**src/design/token_bucket_shaper_defines.svh**
```systemverilog
// Assertion macros for the token bucket shaper.
`ifndef TOKEN_BUCKET_SHAPER_DEFINES_SVH
`define TOKEN_BUCKET_SHAPER_DEFINES_SVH

// Same-cycle implication, checked on every rising edge outside reset.
`define TBS_ASSERT_NOW(lbl, ante, cons, msg) \
  lbl: assert property (@(posedge clk) disable iff (rst) (ante) |-> (cons)) \
    else $error(msg);

// Next-cycle implication, checked on every rising edge outside reset.
`define TBS_ASSERT_NEXT(lbl, ante, cons, msg) \
  lbl: assert property (@(posedge clk) disable iff (rst) (ante) |=> (cons)) \
    else $error(msg);

`endif

```
**src/design/tbs_pkg.sv**
```systemverilog
`default_nettype none

package tbs_pkg;

  // Field widths fixed by the packet and register formats
  localparam int TOKEN_W   = 32;
  localparam int RATE_W    = 32;
  localparam int LEN_W     = 16;
  localparam int ID_W      = 32;
  localparam int CFG_IDX_W = 1;

  // Defaults for the top-level parameters
  localparam int TIME_BITS_DEF = 48;
  localparam int FRAC_BITS_DEF = 16;

  // Register indexes
  localparam logic [CFG_IDX_W-1:0] CFG_BUCKET_SIZE = 1'd0;
  localparam logic [CFG_IDX_W-1:0] CFG_TOKEN_RATE  = 1'd1;

  // Register reset values
  localparam logic [TOKEN_W-1:0] BUCKET_RESET = 32'd1024;
  localparam logic [RATE_W-1:0]  RATE_RESET   = 32'd65536;

endpackage

`default_nettype wire

```
**src/design/tbs_mul.sv**
```systemverilog
`default_nettype none

// Shift-and-add multiplier: one rate bit per cycle, LSB first.
module tbs_mul import tbs_pkg::*; #(
  parameter int TIME_BITS = TIME_BITS_DEF
) (
  input  wire logic                           clk,
  input  wire logic                           rst,
  input  wire logic                           start,
  input  wire logic [TIME_BITS-1:0]           elapsed,
  input  wire logic [RATE_W-1:0]              rate,
  output logic                                done,
  output logic [TIME_BITS+RATE_W-1:0]         product
);

  localparam int PW    = TIME_BITS + RATE_W;
  localparam int CNT_W = $clog2(RATE_W);

  logic                 busy;
  logic [CNT_W-1:0]     cnt;
  logic [TIME_BITS-1:0] mcand;
  logic [PW-1:0]        prod;
  logic [TIME_BITS:0]   sum;

  // Multiplier bits sit in the low end of prod and shift out as the sum shifts in
  assign sum = {1'b0, prod[PW-1:RATE_W]} + (prod[0] ? {1'b0, mcand} : '0);
  assign product = prod;

  always_ff @(posedge clk) begin
    if (rst) begin
      busy <= 1'b0;
      done <= 1'b0;
    end else begin
      done <= 1'b0;
      if (start) begin
        busy <= 1'b1;
        cnt  <= '0;
      end else if (busy) begin
        cnt <= cnt + 1'b1;
        if (cnt == CNT_W'(RATE_W - 1)) begin
          busy <= 1'b0;
          done <= 1'b1;
        end
      end
    end
  end

  always_ff @(posedge clk) begin
    if (start) begin
      mcand <= elapsed;
      prod  <= {{TIME_BITS{1'b0}}, rate};
    end else if (busy) begin
      prod <= {sum, prod[RATE_W-1:1]};
    end
  end

endmodule

`default_nettype wire

```
**src/design/tbs_div.sv**
```systemverilog
`default_nettype none

// Restoring divider, one quotient bit per cycle, then round up and saturate.
module tbs_div import tbs_pkg::*; #(
  parameter int TIME_BITS = TIME_BITS_DEF,
  parameter int FRAC_BITS = FRAC_BITS_DEF
) (
  input  wire logic                 clk,
  input  wire logic                 rst,
  input  wire logic                 start,
  input  wire logic [LEN_W-1:0]     deficit,
  input  wire logic [RATE_W-1:0]    rate,
  output logic                      done,
  output logic [TIME_BITS-1:0]      wait_time
);

  localparam int SH    = 2 * FRAC_BITS;
  localparam int QW    = LEN_W + SH;
  localparam int CNT_W = $clog2(QW);
  localparam int XW    = (QW + 1 > TIME_BITS) ? QW + 1 : TIME_BITS;
  localparam logic [TIME_BITS-1:0] TIME_MAX = '1;

  logic             busy;
  logic             rnd;
  logic [CNT_W-1:0] cnt;
  logic [QW-1:0]    quo;
  logic [RATE_W-1:0] rem;
  logic [RATE_W:0]  shifted;
  logic [RATE_W:0]  diff;
  logic             ge;
  logic [XW-1:0]    q_up;
  logic [XW-1:0]    t_max;

  assign shifted = {rem, quo[QW-1]};
  assign diff    = shifted - {1'b0, rate};
  assign ge      = shifted >= {1'b0, rate};
  // Round up on any remainder, compare against the time ceiling
  assign q_up    = XW'(quo) + XW'(rem != '0);
  assign t_max   = XW'(TIME_MAX);

  always_ff @(posedge clk) begin
    if (rst) begin
      busy <= 1'b0;
      rnd  <= 1'b0;
      done <= 1'b0;
    end else begin
      done <= 1'b0;
      rnd  <= 1'b0;
      if (start) begin
        busy <= 1'b1;
        cnt  <= '0;
      end else if (busy) begin
        cnt <= cnt + 1'b1;
        if (cnt == CNT_W'(QW - 1)) begin
          busy <= 1'b0;
          rnd  <= 1'b1;
        end
      end else if (rnd) begin
        done <= 1'b1;
      end
    end
  end

  always_ff @(posedge clk) begin
    if (start) begin
      quo <= QW'(deficit) << SH;
      rem <= '0;
    end else if (busy) begin
      rem <= ge ? diff[RATE_W-1:0] : shifted[RATE_W-1:0];
      quo <= {quo[QW-2:0], ge};
    end
    if (rnd) begin
      wait_time <= (q_up > t_max) ? TIME_MAX : q_up[TIME_BITS-1:0];
    end
  end

endmodule

`default_nettype wire

```
**src/design/token_bucket_shaper.sv**
```systemverilog
// Channel  Direction  Handshake               Words carried
// pkt      in         pkt_valid / pkt_stall   arrival_time, packet_id, packet_length
// dep      out        dep_valid / dep_stall   departure_time, departed_id, departed_length
// cfg      in         cfg_valid / cfg_ready   cfg_index, cfg_data
//
// One packet is in work at a time; the next is taken once the result sits in the
// output register. When the arrival is later than the last time, a bit-serial token
// gain multiply runs, one rate bit a cycle; when the bucket is short and the rate is
// not zero, a bit-serial wait division runs.
// Reset (rst, synchronous) clears control, loads the registers with their defaults
// and fills the bucket. A stalled result holds in the output register; the packet
// behind it finishes and holds in the done state.
`default_nettype none
`include "token_bucket_shaper_defines.svh"

module token_bucket_shaper import tbs_pkg::*; #(
  parameter int TIME_BITS = TIME_BITS_DEF,
  parameter int FRAC_BITS = FRAC_BITS_DEF
) (
  input  wire logic                  clk,
  input  wire logic                  rst,
  // packet words
  input  wire logic                  pkt_valid,
  output logic                       pkt_stall,
  input  wire logic [TIME_BITS-1:0]  arrival_time,
  input  wire logic [ID_W-1:0]       packet_id,
  input  wire logic [LEN_W-1:0]      packet_length,
  // departure words
  output logic                       dep_valid,
  input  wire logic                  dep_stall,
  output logic [TIME_BITS-1:0]       departure_time,
  output logic [ID_W-1:0]            departed_id,
  output logic [LEN_W-1:0]           departed_length,
  // register writes
  input  wire logic                  cfg_valid,
  output logic                       cfg_ready,
  input  wire logic [CFG_IDX_W-1:0]  cfg_index,
  input  wire logic [TOKEN_W-1:0]    cfg_data
);

  localparam int PW = TIME_BITS + RATE_W;
  localparam int SH = 2 * FRAC_BITS;
  localparam logic [TIME_BITS-1:0] TIME_MAX = '1;

  // Sequencer codes
  localparam logic [2:0] S_IDLE  = 3'd0;
  localparam logic [2:0] S_GAP   = 3'd1;
  localparam logic [2:0] S_MUL   = 3'd2;
  localparam logic [2:0] S_GAIN  = 3'd3;
  localparam logic [2:0] S_CHECK = 3'd4;
  localparam logic [2:0] S_DIV   = 3'd5;
  localparam logic [2:0] S_ADD   = 3'd6;
  localparam logic [2:0] S_DONE  = 3'd7;

  logic [2:0]           state;
  logic [TOKEN_W-1:0]   bucket_size;
  logic [RATE_W-1:0]    token_rate;
  logic [TIME_BITS-1:0] last_time;
  logic [TOKEN_W-1:0]   token_count;
  logic [TOKEN_W-1:0]   room;
  logic [TIME_BITS-1:0] arr;
  logic [ID_W-1:0]      pid;
  logic [LEN_W-1:0]     plen;

  logic [TIME_BITS:0]   gap;
  logic                 later;
  logic                 mul_start;
  logic                 mul_done;
  logic [PW-1:0]        product;
  logic [PW-1:0]        gain;
  logic                 fits;
  logic [LEN_W-1:0]     deficit;
  logic                 div_start;
  logic                 div_done;
  logic [TIME_BITS-1:0] wait_time;
  logic [TIME_BITS:0]   late_sum;
  logic                 out_free;

  assign pkt_stall = (state != S_IDLE);
  assign cfg_ready = 1'b1;

  // Elapsed time; the borrow bit tells an early arrival, a zero gap an equal one
  assign gap       = {1'b0, arr} - {1'b0, last_time};
  assign later     = !gap[TIME_BITS] && (gap != '0);
  assign mul_start = (state == S_GAP) && later;

  // Whole tokens only: drop the fraction bits of the 32.16 x 16.16 product
  assign gain      = product >> SH;

  assign fits      = (TOKEN_W'(plen) <= token_count);
  // Only used when the bucket is short, so the count fits the length width
  assign deficit   = plen - token_count[LEN_W-1:0];
  assign div_start = (state == S_CHECK) && !fits && (token_rate != '0);

  assign late_sum  = {1'b0, last_time} + {1'b0, wait_time};
  assign out_free  = !dep_valid || !dep_stall;

  tbs_mul #(
    .TIME_BITS (TIME_BITS)
  ) u_mul (
    .clk     (clk),
    .rst     (rst),
    .start   (mul_start),
    .elapsed (gap[TIME_BITS-1:0]),
    .rate    (token_rate),
    .done    (mul_done),
    .product (product)
  );

  tbs_div #(
    .TIME_BITS (TIME_BITS),
    .FRAC_BITS (FRAC_BITS)
  ) u_div (
    .clk       (clk),
    .rst       (rst),
    .start     (div_start),
    .deficit   (deficit),
    .rate      (token_rate),
    .done      (div_done),
    .wait_time (wait_time)
  );

  // Sequencer and shaper state
  always_ff @(posedge clk) begin
    if (rst) begin
      state       <= S_IDLE;
      dep_valid   <= 1'b0;
      bucket_size <= BUCKET_RESET;
      token_rate  <= RATE_RESET;
      token_count <= BUCKET_RESET;
      last_time   <= '0;
    end else begin
      // drop the result once taken; a new load below overrides
      if (dep_valid && !dep_stall) begin
        dep_valid <= 1'b0;
      end

      unique case (state)
        S_IDLE: begin
          if (pkt_valid) begin
            state <= S_GAP;
          end
        end
        S_GAP: begin
          // hold the free room for the cap while the multiply runs
          room  <= (bucket_size > token_count) ? bucket_size - token_count : '0;
          state <= later ? S_MUL : S_CHECK;
        end
        S_MUL: begin
          if (mul_done) begin
            state <= S_GAIN;
          end
        end
        S_GAIN: begin
          // cap at the bucket size and move the clock to the arrival
          if (gain >= {{(PW-TOKEN_W){1'b0}}, room}) begin
            token_count <= bucket_size;
          end else begin
            token_count <= token_count + gain[TOKEN_W-1:0];
          end
          last_time <= arr;
          state     <= S_CHECK;
        end
        S_CHECK: begin
          if (fits) begin
            token_count <= token_count - TOKEN_W'(plen);
            state       <= S_DONE;
          end else begin
            // empty the bucket; a zero rate never refills it
            token_count <= '0;
            if (token_rate == '0) begin
              last_time <= TIME_MAX;
              state     <= S_DONE;
            end else begin
              state <= S_DIV;
            end
          end
        end
        S_DIV: begin
          if (div_done) begin
            state <= S_ADD;
          end
        end
        S_ADD: begin
          // saturate the advanced time at its maximum
          last_time <= late_sum[TIME_BITS] ? TIME_MAX : late_sum[TIME_BITS-1:0];
          state     <= S_DONE;
        end
        S_DONE: begin
          if (out_free) begin
            dep_valid <= 1'b1;
            state     <= S_IDLE;
          end
        end
        default: begin
          state <= S_IDLE;
        end
      endcase

      // Register writes must arrive only while idle; the block itself does not enforce it
      if (cfg_valid && cfg_ready) begin
        unique case (cfg_index)
          CFG_BUCKET_SIZE: begin
            bucket_size <= cfg_data;
            token_count <= cfg_data;
          end
          CFG_TOKEN_RATE: begin
            token_rate <= cfg_data;
          end
          default: begin
          end
        endcase
      end
    end
  end

  // Packet capture and result register
  always_ff @(posedge clk) begin
    if ((state == S_IDLE) && pkt_valid) begin
      arr  <= arrival_time;
      pid  <= packet_id;
      plen <= packet_length;
    end
    if ((state == S_DONE) && out_free) begin
      departure_time  <= last_time;
      departed_id     <= pid;
      departed_length <= plen;
    end
  end

  // Checks on the sequencer and the bucket
  `TBS_ASSERT_NOW(a_bucket_cap, 1'b1, token_count <= bucket_size,
    "token count above bucket size")
  `TBS_ASSERT_NOW(a_mul_done_state, mul_done, state == S_MUL,
    "multiplier finished outside its wait state")
  `TBS_ASSERT_NOW(a_div_done_state, div_done, state == S_DIV,
    "divider finished outside its wait state")
  `TBS_ASSERT_NEXT(a_load_from_done, (state == S_DONE) && out_free,
    dep_valid && (state == S_IDLE), "result not loaded on completion")

endmodule

`default_nettype wire
```
**config.mk**
```make
export PLATFORM = sky130hd
export DESIGN_NAME = token_bucket_shaper
export DESIGN_NICKNAME = d
export VERILOG_FILES = /design/src/design/tbs_pkg.sv /design/src/design/tbs_mul.sv /design/src/design/tbs_div.sv /design/src/design/token_bucket_shaper.sv
export VERILOG_INCLUDE_DIRS = /design/src /design/src/design
export SDC_FILE = /design/constraint.sdc
export NUM_CORES = 2
export LEC_CHECK = 0
export BUFFER_PORTS_ARGS = -buffer_cell sky130_fd_sc_hd__buf_2
export CORE_MARGIN = 3
export CORE_UTILIZATION = 62
export DETAILED_ROUTE_END_ITERATION = 6
export PLACE_DENSITY_LB_ADDON = 0.2
export SYNTH_ARGS = -nofsm -noshare
export SYNTH_HDL_FRONTEND = slang
export SYNTH_HIERARCHICAL = 1
export SYNTH_SLANG_ARGS = --single-unit
```
**constraint.sdc**
```tcl
create_clock -name clk -period 8.4 [get_ports clk]
set_input_delay 0.84 -clock clk [delete_from_list [all_inputs] [get_ports clk]]
set_output_delay 0.84 -clock clk [all_outputs]
set_load 0.05 [all_outputs]
```
* Word-level counts from Yosys, hierarchy flattened
Index checks and enable logic that the tools add are counted.
Storage, ports and cells: bits in registers 644, input bits 134, output and inout bits 99, logic and storage cells 130
Cells by class: $add $sub $neg 11, $lt $le $gt $ge 5, equality and inequality tests 15, muxes and demuxes 37, bitwise gates (word level) 4, reduce and logical (&&, ||, !) cells 31
Operators by type and width (number):
- 48-bit two-way mux | 6
- 32-bit two-way mux | 7
- 48-bit one-hot mux with 3 select lines | 1
- 48-bit by 48-bit adder with 49-bit output | 2
- 32-bit one-hot mux with 2 select lines | 1
- 32-bit nonzero test | 2
- 32-bit subtractor | 2
- 48-bit by 1-bit adder with 49-bit output | 1
- 49-bit by 48-bit greater-than comparator with 1-bit output (second input constant) | 1
- 49-bit nonzero test | 1
- 48-bit by 48-bit subtractor with 49-bit output | 1
- 48-bit by 32-bit >= comparator with 1-bit output | 1
- 33-bit by 32-bit >= comparator with 1-bit output | 1
- 32-bit adder | 1
- 32-bit greater-than comparator | 1
- 16-bit by 32-bit <= comparator with 1-bit output | 1
- 32-bit logical NOT | 1
- 32-bit by 16-bit subtractor with 32-bit output | 1
- 3-bit one-hot mux with 8 select lines | 1
- 16-bit subtractor | 1
- 3-bit two-way mux | 5
- 3-bit equality test (second input constant) | 4
- 1-bit two-way mux | 12
- 2-bit AND reduction | 5
- 21 further kinds | 43

* Longest topological paths before layout
depth in word-level cells 6, mapped depth 22, depth with buffers taken out 20

* Cells and area by module
The synthesis kept the hierarchy.
Modules (own cells, without submodules):
- token_bucket_shaper | times used 1, cells an instance 2743, area an instance 24688.7 um^2, seq. area each 9689.3 um^2
- tbs_div | times used 1, cells an instance 898, area an instance 8061.5 um^2, seq. area each 3443.3 um^2
- tbs_mul | times used 1, cells an instance 769, area an instance 7857.5 um^2, seq. area each 3553.4 um^2

* Worst setup path after synthesis
Ideal clock, no wire load.
kind register -> register, start point reg last_time[6], end point reg u_mul.prod[0] (netlist: u_mul/product[0]) (enable), library setup time 0.387 ns, arrival time 6.400 ns, data required time 8.013 ns, setup slack 1.614 ns, cell stages (with the launch flop) 19, buffers on the path 2, clock period less this slack 6.786 ns, cells stage by stage dfxtp_1 -> inv_1 -> ha_1 -> a21oi_1 -> nand2_1 -> o21ai_2 -> o41a_2 -> o22ai_2 -> a22o_1 -> or3b_2 -> a31oi_1 -> o21a_1 -> xnor2_1 -> and4bb_1 -> nor2_1 -> clkbuf_1 -> nor2_1 -> clkbuf_1 -> inv_1
Between the ends: cells in the longest elaborated chain, start to end 5, elaborated cells between the ends (all ways) 6, those cells by class add/sub: 1; reduce/logical: 5
RTL lines:
- start, declared | line token_bucket_shaper.sv:58 | logic [TIME_BITS-1:0] last_time;
- start signal, assigned | line token_bucket_shaper.sv:161 | last_time <= arr;
- start signal, assigned | line token_bucket_shaper.sv:186 | last_time <= late_sum[TIME_BITS] ? TIME_MAX : late_sum[TIME_BITS-1:0];
- 48-bit by 48-bit subtractor with 49-bit output | line token_bucket_shaper.sv:83 | assign gap = {1'b0, arr} - {1'b0, last_time};
- named net gap[45] | line token_bucket_shaper.sv:65 | logic [TIME_BITS:0] gap;
- 49-bit nonzero test | line token_bucket_shaper.sv:84 | assign later = !gap[TIME_BITS] && (gap != '0);
- 1-bit logical AND | line token_bucket_shaper.sv:84
- 1-bit logical AND | line token_bucket_shaper.sv:85 | assign mul_start = (state == S_GAP) && later;
- named net mul_start | line token_bucket_shaper.sv:67 | logic mul_start;
- 2-bit nonzero test (no source line)
- end signal, assigned | line tbs_mul.sv:51 | prod <= {{TIME_BITS{1'b0}}, rate};
- end signal, assigned | line tbs_mul.sv:53 | prod <= {sum, prod[RATE_W-1:1]};
- end, declared | line tbs_mul.sv:22 | logic [PW-1:0] prod;
The timed path passes the listed nets, and every way through them passes these cells. A chain may end at the register's enable or synchronous reset.

* Worst setup path after layout
start point reg last_time[10], end point reg u_mul.prod[64] (netlist: u_mul/product[64])
Between the ends: cells in the longest elaborated chain, start to end 4, elaborated cells between the ends (all ways) 5, those cells by class add/sub: 1; reduce/logical: 4
RTL lines (line):
- 48-bit by 48-bit subtractor with 49-bit output | token_bucket_shaper.sv:83
- named net gap[46] | token_bucket_shaper.sv:65
- 49-bit nonzero test | token_bucket_shaper.sv:84
- 1-bit logical AND | token_bucket_shaper.sv:84
- 1-bit logical AND | token_bucket_shaper.sv:85
- named net mul_start | token_bucket_shaper.sv:67
The timed path passes the listed nets, and every way through them passes these cells.

==> key figures <==
Setup path
  – Startpoint Class: flop
  – Crit path DAT: 6.08 ns
  – Crit path top cell by count: or4_1
  – Critical path buffers and inverters: 1
  – Worst Path Required: 8.95 ns
  – Worst-path cell with the longest stage delay: or4_1
  – CP Max Fanout: 22
  – CP cell instances: inv_1, ha_1, nand4_1, o21bai_1, a211o_1, a21oi_2, o2bb2ai_1, o211ai_2, o31a_2, xnor2_1, or4_1, nor4_1, and4bb_1, nor2_4, nand2b_1, or4_1, nand3_1
  – Max incr delay on CP: 0.67 ns
  – Critical path's top delay family: simple AND/OR/NAND/NOR gates
  – Crit. End Element: flop
  – CP Class: flop to flop

CTS
  – Root buffer cell: clkbuf_16
  – Hold Buf Count CTS: 0
  – Post-CTS Resized: 0
  – CTS tree: built
  – Post-CTS Setup Bufs: 0
  – Worst skew pair latency: 0.65 ns
  – Clk buf depth: 3
  – Total clock sinks: 644
  – H-tree levels: 3
  – CTS Buf Count: 70
  – Clock transition at path regs: 0.06 ns

Route
  – Remaining antenna violation count after routing: 0
  – TritonRoute pass-1 iters: 5
  – WL per Instance: 21.6 um
  – Vias: 34.5k
  – Final Routed Wirelength: 118000 um
  – Post-route DRC: 0
  – Drt initial violations: 3817
  – Vias/cell: 6.32

Floorplanning
  – I/O pins: 233
  – Starting Density: 0.629
  – Die H: 262 um
  – Placeable Area: 64600 um2
  – Die width: 262 um
  – Die ar.: 68600 um2
  – Rows: 93

STA
  – Clk_skew: 0.0360 ns
  – Worst-margin pin slew: 1.15 ns
  – Slew Limit Fails: 0
  – Final min period: 5.52 ns
  – Finish-stage setup viols: 0
  – Fmax: 0.181 GHz
  – Final hold viol count: 0
  – Slew margin rel.: 0.235
  – Final worst path period share: 0.658
  – TNS Setup: 0 ns
  – RSZ-0062 raised after global routing: no

Finish
  – Post-route cell area: 44700 um2
  – Layout cells sized above 1: 0.110
  – Most frequent cells in the layout: nand2_1, a21oi_1, edfxtp_1
  – Synth-to-Final Area Change: 10.2%
  – # fillers: 5118
  – Nets@finish: 4998
  – Storage element area: 16700 um2
  – Commonest non-fill, non-tap cell in the layout: nand2_1
  – Multi-input logic area: 22300 um2

Global route
  – First-pass GRT wire length: 180000 um
  – GRT Total Usage: 0.335
  – Largest net degree at the start of global routing: 115
  – Vias in the first global route: 32.0k
  – Initial antenna violation count: 4
  – GRT overflow: 0

Logic synthesis
  – Cells after synthesis: 4410
  – Yosys warns: 6
  – Syn Area/Cell: 9.21 um2
  – Distinct cells, synth: 107
  – Synthesized net count: 4859
  – Sequential element share of the synthesized area: 0.411
  – Seq cells post-synth: 644
  – Main synth FF type: edfxtp_1
  – Post-synth EDFFs: 379
  – Async set-reset flop share out of synthesis: 0
  – Area of the mapped netlist: 40600 um2

Placement
  – DP Area: 42400 um2
  – Detailed placement HPWL: 88500 um
  – Input/output buffers: 231
  – Global placement routability congestion: 0.997

Power
  – Pleak: 18.1 nW
  – Cell area power density: 247 nW/um2
  – Worst vdd ir: 0.183 mV

Run status
  – Status: finished clean

Worst hold path
  – HP Class: input port to flop

Run
  – Maxcap violations: 0
## synthesized netlist by cell type (all sizes together) (14+ instances only)
cell type,count,area share
xnor2,163,0.035
nand4,60,0.0092
nor3,71,0.0091
clkbuf,147,0.014
mux2i,77,0.019
nand2,531,0.049
or2,19,0.0029
o21ai,225,0.028
a21boi,14,0.0027
or3,20,0.0031
ha,307,0.095
inv,255,0.024
a221oi,16,0.0038
mux2,40,0.011
o211ai,35,0.0068
buf,46,0.0059
nor4,40,0.0065
a211oi,62,0.012
o31ai,25,0.0050
dfxtp,265,0.13
a21oi,390,0.049
o21bai,41,0.0076
a31oi,40,0.0065
o221ai,56,0.012
o21a,42,0.0078
nor2b,47,0.0072
xor2,99,0.021
and2,70,0.011
edfxtp,379,0.28
and3,50,0.0077
nand2b,44,0.0068
nor2,328,0.031
a21o,118,0.022
nand3,94,0.012
## layout make-up
cell class | count | area share
clock inverter | 34 | 0.00948
tap | 855 | 0.0239
inverter | 255 | 0.0214
timing repair buffer | 260 | 0.0310
clock buffer | 95 | 0.0435
sequential | 644 | 0.373
antenna | 2 | 0.000112
multi-input combinational | 3318 | 0.497
## power breakdown
group	internal [W]	switching (W)	leakage (nW)
sequential	0.00370	0.000384	5.69
combinational	0.00155	0.00226	11.3
clock	0.00181	0.00135	1.15
total	0.00707	0.00399	18.1
## routing by layer
metal,part of all wire,track usage,vias to the layer above
li1,-,-,16302
met1,0.43,0.473,16559
met2,0.46,0.531,1427
met3,0.080,0.0492,244
met4,0.033,0.110,2
met5,0.000093,0,-
## state kept, by name (all words and copies together) (netlist names), 3 cells and up
register,flops
bucket_size,32
u_div/quo,48
room,32
u_mul/product,80
arr,48
token_count,32
u_div/wait_time,48
departed_id,32
u_div/cnt,6
departed_length,16
state,3
plen,16
departure_time,48
last_time,48
u_div/rem,32
token_rate,32
pid,32
u_mul/cnt,5
u_mul/mcand,48
## cells by family (layout without fill, tap and decap cells)
family,Yosys count,after routing,share of synthesized area
XOR/XNOR,262,262,0.0565
adder cells (fa/ha/maj),315,315,0.0985
multiplexers,117,117,0.0301
buffers and inverters,448,644,0.0431
AO/OA/AOI/OAI,1185,1185,0.192
AND/OR/NAND/NOR,1438,1438,0.168
flip-flops,644,644,0.411
other,1,3,0.0000923
## worst reg2reg max path, cell delays in order, from the launching register on
cell	delay, ns
dfxtp_1	0.38
inv_1	0.06
ha_1	0.45
nand4_1	0.19
o21bai_1	0.21
a211o_1	0.34
a21oi_2	0.25
o2bb2ai_1	0.26
o211ai_2	0.16
o31a_2	0.36
xnor2_1	0.16
or4_1	0.47
nor4_1	0.36
and4bb_1	0.34
nor2_4	0.11
nand2b_1	0.54
or4_1	0.68
nand3_1	0.11
## final timing paths
check,end,cells after the start,slack (ns),startpoint
worst min-delay path,plen[13],1,0.37,packet_length[13]
worst min register to register,departed_id[6],0,0.42,pid[6]
worst max-delay path,u_mul/product[64],17,2.88,last_time[10]
worst max register to register,u_mul/product[64],17,2.88,last_time[10]
## stage by stage
stage | setup slack, ns | utilization | power (W) | std cells | hold WS (ns)
finish | 2.88 | 0.693 | 0.0111 | 5463 | 0.369
global route | 2.62 | 0.693 | 0.0117 | 5461 | 0.347
CTS | 3.00 | 0.693 | 0.0110 | 5461 | 0.337
detailed placement | 3.09 | 0.656 | 0.00786 | 5332 | 0.405
global placement | 3.17 | 0.656 | 0.00781 | 5332 | 0.400
floorplan | 1.61 | - | 0.00691 | 4410 | 0.400
Note: power is estimated with default switching activity, not from simulation.
